--- src/hw/rtl/lae_pkg.sv ---
package lae_pkg;

    // Result status codes
    typedef enum logic [1:0] {
        STAT_DONE  = 2'd0,
        STAT_RETRY = 2'd1,
        STAT_MISS  = 2'd2,
        STAT_ERROR = 2'd3
    } t_status;

    // Cache outcome codes carried with each word
    localparam logic [1:0] CACHE_HIT   = 2'd0;
    localparam logic [1:0] CACHE_BUSY  = 2'd1;
    localparam logic [1:0] CACHE_MISS  = 2'd2;
    localparam logic [1:0] CACHE_RANGE = 2'd3;

    // Load opcodes
    localparam logic [3:0] OP_LDRB  = 4'd0;
    localparam logic [3:0] OP_LDRH  = 4'd1;
    localparam logic [3:0] OP_LDRW  = 4'd2;
    localparam logic [3:0] OP_LDR   = 4'd3;
    localparam logic [3:0] OP_LDRSB = 4'd4;
    localparam logic [3:0] OP_LDRSH = 4'd5;
    localparam logic [3:0] OP_LDRSW = 4'd6;
    localparam logic [3:0] OP_LDREX = 4'd7;
    localparam logic [3:0] OP_VLDRB = 4'd8;
    localparam logic [3:0] OP_VLDRH = 4'd9;
    localparam logic [3:0] OP_VLDRS = 4'd10;
    localparam logic [3:0] OP_VLDRD = 4'd11;
    localparam logic [3:0] OP_VLDRQ = 4'd12;

    // Index extension modes
    localparam logic [3:0] EXT_UXTB = 4'd8;
    localparam logic [3:0] EXT_UXTH = 4'd9;
    localparam logic [3:0] EXT_UXTW = 4'd10;
    localparam logic [3:0] EXT_UXTX = 4'd11;
    localparam logic [3:0] EXT_SXTB = 4'd12;
    localparam logic [3:0] EXT_SXTH = 4'd13;
    localparam logic [3:0] EXT_SXTW = 4'd14;
    localparam logic [3:0] EXT_SXTX = 4'd15;

    // Access size, log2 of bytes
    localparam logic [2:0] SIZE_B = 3'd0;
    localparam logic [2:0] SIZE_H = 3'd1;
    localparam logic [2:0] SIZE_W = 3'd2;
    localparam logic [2:0] SIZE_D = 3'd3;
    localparam logic [2:0] SIZE_Q = 3'd4;

    // Control and status handed from the load formatter to the top level
    typedef struct packed {
        t_status    status;
        logic [2:0] size_log;
        logic       dest_write;
        logic       base_write;
    } t_load_ctl;

endpackage

--- src/hw/rtl/lae_agu.sv ---
module lae_agu (
    input  logic [31:0] i_base_address,
    input  logic [63:0] i_index_value,
    input  logic [2:0]  i_shift_amount,
    input  logic [3:0]  i_extend_mode,
    input  logic        i_add_offset,
    input  logic        i_pre_index,
    output logic [31:0] o_access_address,
    output logic [31:0] o_base_value
);
    import lae_pkg::*;

    logic [31:0] ext;
    logic [31:0] off;
    logic [31:0] soff;

    // Only the low 32 bits of the extended, shifted index reach the adder
    always_comb begin
        case (i_extend_mode)
            EXT_UXTB: ext = {24'd0, i_index_value[7:0]};
            EXT_UXTH: ext = {16'd0, i_index_value[15:0]};
            EXT_SXTB: ext = {{24{i_index_value[7]}}, i_index_value[7:0]};
            EXT_SXTH: ext = {{16{i_index_value[15]}}, i_index_value[15:0]};
            default:  ext = i_index_value[31:0];
        endcase
        if (i_extend_mode inside {[EXT_UXTB:EXT_SXTX]}) begin
            off = ext << i_shift_amount;
        end else begin
            off = i_index_value[31:0];
        end
        soff = i_add_offset ? off : (32'd0 - off);
    end

    assign o_base_value     = i_base_address + soff;
    assign o_access_address = i_pre_index ? o_base_value : i_base_address;

endmodule

--- src/hw/rtl/lae_fmt.sv ---
module lae_fmt (
    input  logic [3:0]        i_opcode,
    input  logic [1:0]        i_cache_outcome,
    input  logic              i_update_base,
    input  logic              i_dest_present,
    input  logic [63:0]       i_load_low,
    input  logic [63:0]       i_load_high,
    output lae_pkg::t_load_ctl o_ctl,
    output logic [63:0]       o_dest_low,
    output logic [63:0]       o_dest_high
);
    import lae_pkg::*;

    logic        legal;
    logic [2:0]  size_log;
    logic [63:0] data;
    logic        dw;

    always_comb begin
        legal = 1'b1;
        case (i_opcode)
            OP_LDRB, OP_LDRSB, OP_VLDRB:           size_log = SIZE_B;
            OP_LDRH, OP_LDRSH, OP_VLDRH:           size_log = SIZE_H;
            OP_LDRW, OP_LDRSW, OP_LDREX, OP_VLDRS: size_log = SIZE_W;
            OP_LDR, OP_VLDRD:                      size_log = SIZE_D;
            OP_VLDRQ:                              size_log = SIZE_Q;
            default: begin
                size_log = SIZE_B;
                legal    = 1'b0;
            end
        endcase

        // Mask to the access size, sign-extend the signed scalar loads
        case (i_opcode)
            OP_LDRB, OP_VLDRB:           data = {56'd0, i_load_low[7:0]};
            OP_LDRH, OP_VLDRH:           data = {48'd0, i_load_low[15:0]};
            OP_LDRW, OP_LDREX, OP_VLDRS: data = {32'd0, i_load_low[31:0]};
            OP_LDRSB: data = {{56{i_load_low[7]}}, i_load_low[7:0]};
            OP_LDRSH: data = {{48{i_load_low[15]}}, i_load_low[15:0]};
            OP_LDRSW: data = {{32{i_load_low[31]}}, i_load_low[31:0]};
            default:  data = i_load_low;
        endcase

        dw = legal && (i_cache_outcome == CACHE_HIT) && i_dest_present;

        o_ctl.status     = legal ? t_status'(i_cache_outcome) : STAT_ERROR;
        o_ctl.size_log   = size_log;
        o_ctl.dest_write = dw;
        o_ctl.base_write = legal && i_update_base &&
                           ((i_cache_outcome == CACHE_HIT) ||
                            (i_cache_outcome == CACHE_MISS));
        o_dest_low  = dw ? data : 64'd0;
        o_dest_high = (dw && (i_opcode == OP_VLDRQ)) ? i_load_high : 64'd0;
    end

endmodule

--- src/hw/rtl/load_address_and_extend_unit_top.sv ---
// Load address generation and extension unit.
//
// Command channel: drive the load word on the i_ ports and raise start; the
// word is taken at the rising edge where start is high and busy is low.
// busy is low whenever the unit is out of reset, so a new word may follow
// in every cycle.
//
// Result channel: each accepted word gives exactly one result word, shown
// for one cycle with o_valid high. The receiver cannot stall the unit and
// must take the result in that cycle.
//
// Pipeline: the word is captured in an input register when it is accepted,
// address add and data formatting run in one combinational pass, and the
// result register loads from that pass and raises o_valid. Throughput is
// one word per cycle while out of reset, set by that single adder-plus-mux
// pass.
//
// Reset: i_rst_n is synchronous and active low. It clears the valid bits
// of both stages; words in flight are dropped and busy is high during it.
module load_address_and_extend_unit_top (
    input  logic        i_clk,
    input  logic        i_rst_n,
    input  logic        start,
    output logic        busy,
    input  logic [31:0] i_base_address,
    input  logic [63:0] i_index_value,
    input  logic [2:0]  i_shift_amount,
    input  logic [3:0]  i_extend_mode,
    input  logic        i_add_offset,
    input  logic        i_pre_index,
    input  logic        i_update_base,
    input  logic [3:0]  i_opcode,
    input  logic [1:0]  i_cache_outcome,
    input  logic [63:0] i_load_low,
    input  logic [63:0] i_load_high,
    input  logic        i_dest_present,
    output logic        o_valid,
    output logic [1:0]  o_status,
    output logic [31:0] o_access_address,
    output logic [2:0]  o_access_size_log,
    output logic        o_dest_write,
    output logic [63:0] o_dest_low,
    output logic [63:0] o_dest_high,
    output logic        o_base_write,
    output logic [31:0] o_base_value
);
    import lae_pkg::*;

    // Input stage
    logic        r_in_valid;
    logic [31:0] r_base_address;
    logic [63:0] r_index_value;
    logic [2:0]  r_shift_amount;
    logic [3:0]  r_extend_mode;
    logic        r_add_offset;
    logic        r_pre_index;
    logic        r_update_base;
    logic [3:0]  r_opcode;
    logic [1:0]  r_cache_outcome;
    logic [63:0] r_load_low;
    logic [63:0] r_load_high;
    logic        r_dest_present;

    // Result stage
    logic        r_valid;
    logic [1:0]  r_status;
    logic [31:0] r_access_address;
    logic [2:0]  r_access_size_log;
    logic        r_dest_write;
    logic [63:0] r_dest_low;
    logic [63:0] r_dest_high;
    logic        r_base_write;
    logic [31:0] r_base_value;

    logic        accept;
    logic [31:0] n_access_address;
    logic [31:0] n_base_value;
    t_load_ctl   n_ctl;
    logic [63:0] n_dest_low;
    logic [63:0] n_dest_high;

    // Hold off commands only while reset is applied
    assign busy   = ~i_rst_n;
    assign accept = start && !busy;

    always_ff @(posedge i_clk) begin
        if (!i_rst_n) begin
            r_in_valid <= 1'b0;
        end else begin
            r_in_valid <= accept;
        end
    end

    // Capture the payload only on an accepted word
    always_ff @(posedge i_clk) begin
        if (accept) begin
            r_base_address  <= i_base_address;
            r_index_value   <= i_index_value;
            r_shift_amount  <= i_shift_amount;
            r_extend_mode   <= i_extend_mode;
            r_add_offset    <= i_add_offset;
            r_pre_index     <= i_pre_index;
            r_update_base   <= i_update_base;
            r_opcode        <= i_opcode;
            r_cache_outcome <= i_cache_outcome;
            r_load_low      <= i_load_low;
            r_load_high     <= i_load_high;
            r_dest_present  <= i_dest_present;
        end
    end

    lae_agu u_agu (
        .i_base_address   (r_base_address),
        .i_index_value    (r_index_value),
        .i_shift_amount   (r_shift_amount),
        .i_extend_mode    (r_extend_mode),
        .i_add_offset     (r_add_offset),
        .i_pre_index      (r_pre_index),
        .o_access_address (n_access_address),
        .o_base_value     (n_base_value)
    );

    lae_fmt u_fmt (
        .i_opcode        (r_opcode),
        .i_cache_outcome (r_cache_outcome),
        .i_update_base   (r_update_base),
        .i_dest_present  (r_dest_present),
        .i_load_low      (r_load_low),
        .i_load_high     (r_load_high),
        .o_ctl           (n_ctl),
        .o_dest_low      (n_dest_low),
        .o_dest_high     (n_dest_high)
    );

    // Advance the result stage; the strobe lasts one cycle per word
    always_ff @(posedge i_clk) begin
        if (!i_rst_n) begin
            r_valid <= 1'b0;
        end else begin
            r_valid <= r_in_valid;
        end
    end

    always_ff @(posedge i_clk) begin
        if (r_in_valid) begin
            r_status          <= n_ctl.status;
            r_access_address  <= n_access_address;
            r_access_size_log <= n_ctl.size_log;
            r_dest_write      <= n_ctl.dest_write;
            r_dest_low        <= n_dest_low;
            r_dest_high       <= n_dest_high;
            r_base_write      <= n_ctl.base_write;
            r_base_value      <= n_base_value;
        end
    end

    assign o_valid           = r_valid;
    assign o_status          = r_status;
    assign o_access_address  = r_access_address;
    assign o_access_size_log = r_access_size_log;
    assign o_dest_write      = r_dest_write;
    assign o_dest_low        = r_dest_low;
    assign o_dest_high       = r_dest_high;
    assign o_base_write      = r_base_write;
    assign o_base_value      = r_base_value;

endmodule

--- config.mk ---
export PLATFORM = sky130hd
export DESIGN_NAME = load_address_and_extend_unit_top
export DESIGN_NICKNAME = d
export VERILOG_FILES = /design/src/hw/rtl/lae_pkg.sv /design/src/hw/rtl/lae_agu.sv /design/src/hw/rtl/lae_fmt.sv /design/src/hw/rtl/load_address_and_extend_unit_top.sv
export SDC_FILE = /design/constraint.sdc
export NUM_CORES = 1
export LEC_CHECK = 0
export BUFFER_PORTS_ARGS = -buffer_cell sky130_fd_sc_hd__buf_4
export CORE_MARGIN = 2
export CORE_UTILIZATION = 50
export CTS_CLUSTER_SIZE = 28
export DETAILED_ROUTE_END_ITERATION = 8
export PLACE_DENSITY = 0.79
export SYNTH_ARGS = -nofsm -noshare
export SYNTH_HDL_FRONTEND = slang
export SYNTH_SLANG_ARGS = --single-unit
--- constraint.sdc ---
create_clock -name i_clk -period 7.15 [get_ports i_clk]
set_input_delay 0.3575 -clock i_clk [delete_from_list [all_inputs] [get_ports i_clk]]
set_output_delay 0.3575 -clock i_clk [all_outputs]
set_load 0.005 [all_outputs]
==> results of run 1 <==
-- critical path: cells and delay by family, from the launching register on --
family	cells	cell delay [ns]
and+or+nand+nor	3	1.24
muxes	1	0.29
xor gates and xnor gates	2	0.36
adders and majority gates	1	0.36
buffers and inverters	1	0.14
DFF	1	1.13
AOI/OAI and AO/OA	10	2.45
-- sequential cells by signal (all words and copies together) (netlist names), 2 cells and up --
signal and cells:
o_dest_high 64, r_shift_amount 3, r_opcode 4, r_cache_outcome 2, r_base_address 32, o_access_size_log 3
o_access_address 32, o_dest_low 64, o_base_value 32, r_load_high 64, r_load_low 64, r_index_value 32
o_status 2, r_extend_mode 4
-- layer usage --
metal | wire (µm) | track usage [%] | vias to the layer above
li1 | - | - | 6252
met1 | 19500 | 32.3 | 6619
met2 | 25500 | 45.0 | 704
met3 | 4590 | 6.48 | 122
met4 | 1990 | 10.9 | 0
met5 | 0 | 0 | -
-- final cells by class --
type / instances / area share (%)
Clock buffer: 55 / 4.42
Sequential cell: 410 / 48.5
Timing Repair Buffer: 640 / 21.0
Tap cell: 468 / 2.31
Clock inverter: 18 / 0.760
Antenna cell: 7 / 0.0691
Inverter: 26 / 0.385
Multi-Input combinational cell: 799 / 22.5
-- metrics by stage --
stage	instance area (µm²)	worst slack, ns	util (%)	cells	power, mW
finish	25400	0.885	69.6	2423	6.34
global route	25400	0.402	69.6	2423	6.58
CTS	25300	1.05	69.6	2416	6.35
detailed placement	21900	1.06	60.1	2132	4.14
global placement	21900	1.17	60.1	2132	4.10
floorplan	18400	1.46	-	1307	3.70
-- report_power, final --
group	switching [mW]	internal (mW)
Sequential	0.105	2.90
Combinational	0.619	0.605
Clock	0.929	1.19
-- cells in the final DEF, fill, tap and decap left out, drive strengths merged, types with 19 or more instances in the layout --
cell type,n
and2,23
inv,27
buf,429
mux2,39
edfxtp,408
nor2,45
xnor2,38
nand3,25
xor2,19
a21oi,113
ha,39
o21ai,31
mux2i,36
clkbuf,55
and3,72
dlygate4sd3,211
nand2,103
-- worst max-delay path by stage --
stage,endpoint,depth (start not counted)
after global placement,o_access_address[29]$_DFFE_PP_,18
after CTS,o_access_address[29]$_DFFE_PP_,18
after detailed placement,o_access_address[29]$_DFFE_PP_,18
final,o_access_address[29]$_DFFE_PP_,18
after floorplan,r_add_offset$_DFFE_PP_,1
after global routing,o_access_address[29]$_DFFE_PP_,18
-- logic make-up (layout without fill, tap and decap cells) --
group / Yosys count / after routing / share of synthesized area [%]
AND/OR/NAND/NOR: 355 / 355 / 10.3
multiplexers: 91 / 91 / 6.29
XOR/XNOR: 57 / 57 / 2.71
AO/OA/AOI/OAI: 256 / 256 / 8.88
adder cells (fa/ha/maj): 40 / 40 / 2.76
other: 0 / 7 / 0
buffers and inverters: 98 / 739 / 2.38
flip-flops: 410 / 410 / 66.7
==> flow_summary.toml, run 1 <==
[setup_path]
regToRegStartpoint = "r_shift_amount[2]$_DFFE_PP_"
critical_path.cell_chain = "nand2b_1 > a211oi_1 > a21oi_1 > nand3_2 > nor4_1 > inv_1 > o21ai_0 > xnor2_1 > ha_1 > a21oi_1 > o21ai_0 > a41oi_1 > o31ai_1 > a221oi_1 > o211ai_1 > o21ai_0 > xnor2_1 > mux2_2"
crit_path_start = "r_shift_amount[2]$_DFFE_PP_"
crit_top_cell = "o21ai_0"
worst-setup-path-type = "flop to flop"
critPathMaxStageDelay_ns = 1.13
slowest_stage = "edfxtp_1"
cp_max_fo = 31
reg2reg_depth = 18
cp-end-kind = "flop"
rr_endpoint = "o_access_address[29]$_DFFE_PP_"
worstSetupStartpointType = "flop"
worstPathArrival_ns = 6.58
cp.required_ns = 7.46
rrSetupSlack_ns = 0.89

[clock_network]
worstSkewPairLatency_ns = 0.57
cts_tree = "done"
htreeDepth = 2
cts_sinks = 410
cts-resized-gates = 0
cts_buffers = 42
post_cts_buffers = 0
root_buffer = "clkbuf_16"
clkTransAtPathRegs_ns = 0.06
holdBufCountCts = 211
cts.path.max_buffers = 3

[hold_path]
worstHoldStart = "i_index_value[23]"
holdPathStages = 2
hold_path.class = "input pin to flop"
min_to = "r_index_value[23]$_DFFE_PP_"

[yosys]
syn_avg_cell_area_um2 = 14.1
synth.top_cells.by_area = "edfxtp_1 66%, a21oi_1 3.1%, ha_1 2.6%"
synth-edff-count = 408
synth-warning-count = 0
yosysMostFrequentCell = "edfxtp_1"
synth_flop_cell = "edfxtp_1"
yosysSeqAreaShare_pct = 66.7
synth_seq_cells = 410
synth_cells = 1307
yosys.area.top_type = "edfxtp_1"
synth.top_cells.by_count = "408 x edfxtp_1, 113 x a21oi_1, 103 x nand2_1, 72 x and3_1"
yosys.cell_types.count = 80
synth_top_area_share_pct = 66.4
syn_nets = 1591
netlist_area_um2 = 18400
async_reset_ff_share_pct = 0

[sta]
final_max_slew_viol_count = 0
fmax_mhz = 160
slew_headroom_pct = 20.6
rsz0062_at_grt = "false"
tightest_slew_ns = 1.19
fin_setup_tns_ns = 0
layout_min_cycle_time_ns = 6.26
fin_skew_ns = 0.0185
hold_violations = 0
hold_ws_ns = 0.501
finalCritPeriodShare_pct = 87.6
finalSetupViolCount = 0

[global_routing]
grt_pass1_wl_mm = 78.1
grt_pass1_vias = 13900
grt_antenna_before_repair = 7
track_usage_pct = 26.4
overflow = 0
grt_max_degree = 75

[layout]
multi_input_area_um2 = 5720
final-seq-area_um2 = 12300
fillCellCount = 2324
layout.nets = 2203
syn_to_final_growth_pct = 37.5
layout-drive-gt1-share_pct = 28.7

[detailed_routing]
drtPass1Iterations = 5
drt.antenna.violating_nets = 0
drt-initial-drc-count = 1033
drt-wirelength-per-cell_um = 21.3
vias_per_cell = 5.65
drcViolationCount = 0
vias = 13700
wirelength_mm = 51.6

[floorplan]
dieArea_um2 = 38400
core-area_um2 = 36400
row_count = 70
die-height_um = 196
die_w_um = 196
initial_core_util_pct = 50.6
io_pins = 445

[power]
peakVddDrop_mv = 0.214
p_leak_nw = 9.85
powerDensity_nw_per_um2 = 250

[placement]
numPortBuffers = 412
gp_congestion = 0.901
dpl.hpwl_mm = 32.0

[run_status]
status = "completed"

[job]
drv_cap = 0
No activity file was read; power rests on OpenSTA's default activity.
==> inputs of run 2 (changes only) <==
--- a/config.mk
+++ b/config.mk
@@ -8,6 +8,7 @@
 export BUFFER_PORTS_ARGS = -buffer_cell sky130_fd_sc_hd__buf_4
 export CORE_MARGIN = 2
 export CORE_UTILIZATION = 50
+export CTS_BUF_LIST = sky130_fd_sc_hd__clkbuf_2 sky130_fd_sc_hd__clkbuf_4 sky130_fd_sc_hd__clkbuf_8
 export CTS_CLUSTER_SIZE = 28
 export DETAILED_ROUTE_END_ITERATION = 8
 export PLACE_DENSITY = 0.79
==> constraint.sdc (replaced) <==
create_clock -name i_clk -period 7.15 [get_ports i_clk]
set_input_delay 0.3575 -clock i_clk [delete_from_list [all_inputs] [get_ports i_clk]]
set_output_delay 0.3575 -clock i_clk [all_outputs]
set_load 0.02 [all_outputs]
==> run 2 against run 1 <==
  * Critical path depth unchanged
  * Design area is essentially flat
  * Via count grew 1.3%
  * Final cell count rose by 1.9%
  * Non-clock buffer count rose by 1
  * Sequential cell count unchanged
  * Clock power down 3%
  * Critical endpoint unchanged
  * Largest cell class unchanged
==> flow_summary.toml, run 2 (synthesis results as in run 1) <==
[run_status]
status = "completed"

[setup_path]
crit_top_cell = "o21ai_0"
cp_top_family = "compound AO/OA/AOI/OAI gates"
worstSetupStartpointType = "flop"
cp_max_fo = 31
cp.depth = 18
critPathMaxStageDelay_ns = 1.12
worst-setup-path-type = "flop to flop"
slowest_stage = "edfxtp_1"
worstPathArrival_ns = 6.59
critical_path.cell_chain = "nand2b_1 > a211oi_1 > a21oi_1 > nand3_2 > nor4_1 > inv_1 > o21ai_0 > xnor2_1 > ha_1 > a21oi_1 > o21ai_0 > a41oi_1 > o31ai_1 > a221oi_1 > o211ai_1 > o21ai_0 > xnor2_1 > mux2_2"
critPathBufInv = 1
cp.required_ns = 7.50
cp-end-kind = "flop"
reg2reg_depth = 18

[clock_network]
htreeDepth = 3
root_buffer = "clkbuf_8"
cts.path.max_buffers = 3
worstSkewPairLatency_ns = 0.63
cts_buffers = 69
clkTransAtPathRegs_ns = 0.08
cts_tree = "done"
cts-resized-gates = 0
cts_sinks = 410
post_cts_buffers = 0

[layout]
final_common_cell = "buf_4"
design_area_um2 = 25400
syn_to_final_growth_pct = 37.6
layout-drive-gt1-share_pct = 30.7
layout.nets = 2231
mostFrequentLayoutCells = "429 x buf_4, 408 x edfxtp_1, 212 x dlygate4sd3_1, 113 x a21oi_1, 103 x nand2_1"
fillCellCount = 2307

[detailed_routing]
drt-initial-drc-count = 1015
drt-wirelength-per-cell_um = 21.3
drtPass1Iterations = 6
vias = 13900
drcViolationCount = 0
drt.antenna.violating_nets = 0
vias_per_cell = 5.62
wirelength_mm = 52.5

[placement]
numPortBuffers = 412
placed_area_um2 = 21900
dpl.hpwl_mm = 32.0
gp_congestion = 0.901

[floorplan]
io_pins = 445
die-height_um = 196
row_count = 70
core-area_um2 = 36400
die_w_um = 196
dieArea_um2 = 38400
initial_core_util_pct = 50.6

[sta]
rsz0062_at_grt = "false"
fmax_mhz = 160
finalCritPeriodShare_pct = 87.2
slew_headroom_pct = 21.5
hold_ws_ns = 0.443
finalSetupViolCount = 0
fin_skew_ns = 0.0356
tightest_slew_ns = 1.18
layout_min_cycle_time_ns = 6.23
hold_violations = 0
final_max_slew_viol_count = 0
fin_setup_tns_ns = 0

[global_routing]
grt_max_degree = 75
grt_pass1_wl_mm = 79.3
grt_pass1_vias = 14100
overflow = 0
grt_antenna_before_repair = 9
track_usage_pct = 26.9

[hold_path]
hold_path.class = "input pin to flop"
holdPathStages = 2

[power]
peakVddDrop_mv = 0.202
powerDensity_nw_per_um2 = 253
p_leak_nw = 9.90
total_power_mw = 6.41

[job]
drv_cap = 0
run 2: changes by cell type in the layout (fill, tap and decap cells not counted), sizes merged:
cell         change
diode            +2
clkinvlp         +4
clkbuf          +40
clkinv           -3
dlygate4sd3      +1
inv              +2
bufinv           -1
run 2: report_power, final:
group          switching [mW]  internal (mW)
clock network           0.960           1.09
logic                   0.741          0.611
registers               0.106           2.90
run 2: path summary, 6_finish.rpt:
kind	start	end	slack [ns]
min reg2reg	r_load_low[4]$_DFFE_PP_	o_dest_low[4]$_SDFFCE_PN0P_	0.53
max reg2reg	r_shift_amount[2]$_DFFE_PP_	o_access_address[29]$_DFFE_PP_	0.92
max	r_shift_amount[2]$_DFFE_PP_	o_access_address[29]$_DFFE_PP_	0.92
min	i_load_low[22]	r_load_low[22]$_DFFE_PP_	0.44
run 2: what timing repair did:
action	CTS	global route
endpoints found under the hold margin	211	0
endpoints found under the setup margin	0	0
hold buffers	212	0
run 2: metal layers:
metal  wire (µm)  vias to the layer above  global-route usage (%)  share of wire [%]
li1            -                     6322                       -                  -
met1       19700                     6676                    32.1                 37
met2       26000                      749                    45.6                 49
met3        4680                      122                    7.24                8.9
met4        2170                        0                    13.0                4.1
met5           0                        -                       0                  0
run 2: final cells by class:
class | count | area (µm²) | area share (%)
timing repair buffer | 641 | 5340 | 21.1
antenna | 9 | 22.5 | 0.0888
clock buffer | 95 | 1160 | 4.56
clock inverter | 20 | 153 | 0.602
multi-input combinational | 799 | 5720 | 22.5
inverter | 26 | 97.6 | 0.385
sequential | 410 | 12300 | 48.5
tap | 468 | 586 | 2.31
run 2: stage by stage:
stage / cells / worst slack [ns] / utilization [%]
4_1_cts: 2459 / 1.04 / 69.6
2_1_floorplan: 1307 / 1.46 / -
3_5_place_dp: 2132 / 1.06 / 60.1
6_report: 2468 / 0.915 / 69.6
3_3_place_gp: 2132 / 1.17 / 60.1
5_1_grt: 2468 / 0.396 / 69.6
==> inputs of run 3 (changes only) <==
--- a/config.mk
+++ b/config.mk
@@ -12,6 +12,7 @@
 export CTS_CLUSTER_SIZE = 28
 export DETAILED_ROUTE_END_ITERATION = 8
 export PLACE_DENSITY = 0.79
+export RECOVER_POWER = 100
 export SYNTH_ARGS = -nofsm -noshare
 export SYNTH_HDL_FRONTEND = slang
 export SYNTH_SLANG_ARGS = --single-unit
==> run 3 against run 2 <==
  * The run now ends with capacitance limit, slew limit left
  * Global-route usage stayed put
  * Combinational power is 7% lower
  * Via count hardly changed
  * Sequential share of layout area is 1.7 points higher
  * Clock power hardly changed
  * Clock-buffer cell count stayed put
  * First-iteration DRC count is 3.5% higher
  * Sequential power hardly changed
  * Clock skew is 0.0014 ns lower
  * Non-clock buffer count stayed put
  * Sequential cell count stayed put
  * Maximum frequency is 3.0% lower
  * Critical endpoint is now o_access_address[26]$_DFFE_PP_
  * Largest power group unchanged
==> flow_summary.toml, run 3 (synthesis results as in run 1) <==
[sta]
finalCritPeriodShare_pct = 89.9
tightest_slew_ns = 3.88
hold_violations = 0
finalSetupViolCount = 0
layout_min_cycle_time_ns = 6.43
slew_headroom_pct = -158
fin_setup_tns_ns = 0
fmax_mhz = 156
fin_skew_ns = 0.0342
rsz0062_at_grt = "false"
final_max_slew_viol_count = 619

[global_routing]
grt_pass1_wl_mm = 79.3
overflow = 0
grt_max_degree = 75
grt_antenna_before_repair = 9
track_usage_pct = 26.9
grt_pass1_vias = 14100

[layout]
final_common_cell = "edfxtp_1"
multi_input_area_um2 = 5700
syn_to_final_growth_pct = 33.0
fillCellCount = 2604
layout-drive-gt1-share_pct = 19.4
mostFrequentLayoutCells = "408 x edfxtp_1, 222 x clkbuf_4, 220 x clkbuf_1, 212 x dlygate4sd3_1, 113 x a21oi_1"
layout.nets = 2231
final-seq-area_um2 = 12300
design_area_um2 = 24500
finalCoreUtilization_pct = 67.3

[setup_path]
cp.required_ns = 7.62
worst-setup-path-type = "flop to flop"
cp-end-kind = "flop"
worstSetupStartpointType = "flop"
cp_max_fo = 31
worstPathArrival_ns = 6.90

[floorplan]
row_count = 70
dieArea_um2 = 38400
io_pins = 445
initial_core_util_pct = 50.6
die_w_um = 196
die-height_um = 196
core-area_um2 = 36400

[power]
peakVddDrop_mv = 0.204
powerDensity_nw_per_um2 = 258
total_power_mw = 6.32
p_leak_nw = 9.09

[detailed_routing]
vias = 13900
drcViolationCount = 0
drt-wirelength-per-cell_um = 21.2
vias_per_cell = 5.62
drtPass1Iterations = 7
drt-initial-drc-count = 1051
wirelength_mm = 52.3
drt.antenna.violating_nets = 0

[placement]
dpl.hpwl_mm = 32.0
placed_area_um2 = 21900
numPortBuffers = 412
gp_congestion = 0.901

[clock_network]
cts.path.max_buffers = 3
cts_sinks = 410
root_buffer = "clkbuf_8"
cts_tree = "done"
clkTransAtPathRegs_ns = 0.08
post_cts_buffers = 0
cts_buffers = 69
htreeDepth = 3
cts-resized-gates = 0
worstSkewPairLatency_ns = 0.63

[job]
drv_cap = 10

[run_status]
violations = "capacitance limit, slew limit"
status = "complete, but fails checks"

[hold_path]
hold_path.class = "input pin to flop"
## run 3: worst max-delay path, cell delays in order (launching register included)
cell,delay (ns)
edfxtp_1,1.13
nor2b_1,0.35
a32o_1,0.38
a211oi_1,0.43
nand2_1,0.14
nor4_1,0.71
nand4_2,0.28
o21ai_0,0.26
xor2_1,0.27
ha_1,0.36
a21o_1,0.20
a21o_1,0.17
a21oi_1,0.13
o21ai_0,0.16
nor3_1,0.16
a21oi_1,0.19
or4b_2,0.67
nand4b_1,0.14
mux2_2,0.15
## run 3: timing repair
item / CTS / global route
setup endpoints to repair: 0 / 0
hold buffers: 212 / 0
endpoints found under the hold margin: 211 / 0
## run 3: final cells by class
| cell class | count | share of cell area (%) |
|---|---|---|
| antenna | 9 | 0.0919 |
| clock buffer | 95 | 4.72 |
| clock inverter | 20 | 0.623 |
| inverter | 26 | 0.398 |
| multi-input combinational | 799 | 23.2 |
| sequential | 410 | 50.1 |
| tap | 468 | 2.39 |
| timing repair buffer | 641 | 18.4 |
## run 3: through the flow
stage / hold WS [ns] / worst slack [ns] / cells
6_report: 0.459 / 0.721 / 2468
5_1_grt: 0.438 / 0.254 / 2468
2_1_floorplan: 0.456 / 1.46 / 1307
4_1_cts: 0.401 / 1.04 / 2459
3_5_place_dp: 0.507 / 1.06 / 2132
3_3_place_gp: 0.499 / 1.17 / 2132
## run 3: worst paths after layout
check	start	to	slack, ns	cells past startpoint
worst max-delay path	r_shift_amount[2]$_DFFE_PP_	o_access_address[26]$_DFFE_PP_	0.72	18
worst min-delay path	i_load_low[22]	r_load_low[22]$_DFFE_PP_	0.46	2
worst max register to register	r_shift_amount[2]$_DFFE_PP_	o_access_address[26]$_DFFE_PP_	0.72	18
worst min register to register	r_load_low[4]$_DFFE_PP_	o_dest_low[4]$_SDFFCE_PN0P_	0.53	1
## run 3: power by group
| group | internal (mW) | total (mW) | switching (mW) |
|---|---|---|---|
| Sequential | 2.91 | 3.01 | 0.104 |
| Combinational | 0.516 | 1.25 | 0.738 |
| Clock | 1.09 | 2.05 | 0.963 |
| Total | 4.51 | 6.32 | 1.80 |
## run 3: layer usage
metal / vias to the layer above / wire length (µm) / global-route usage [%]
met5: - / 0 / 0
met4: 0 / 2080 / 13.0
met3: 124 / 4490 / 7.24
met2: 730 / 26100 / 45.6
met1: 6699 / 19700 / 32.1
li1: 6320 / - / -
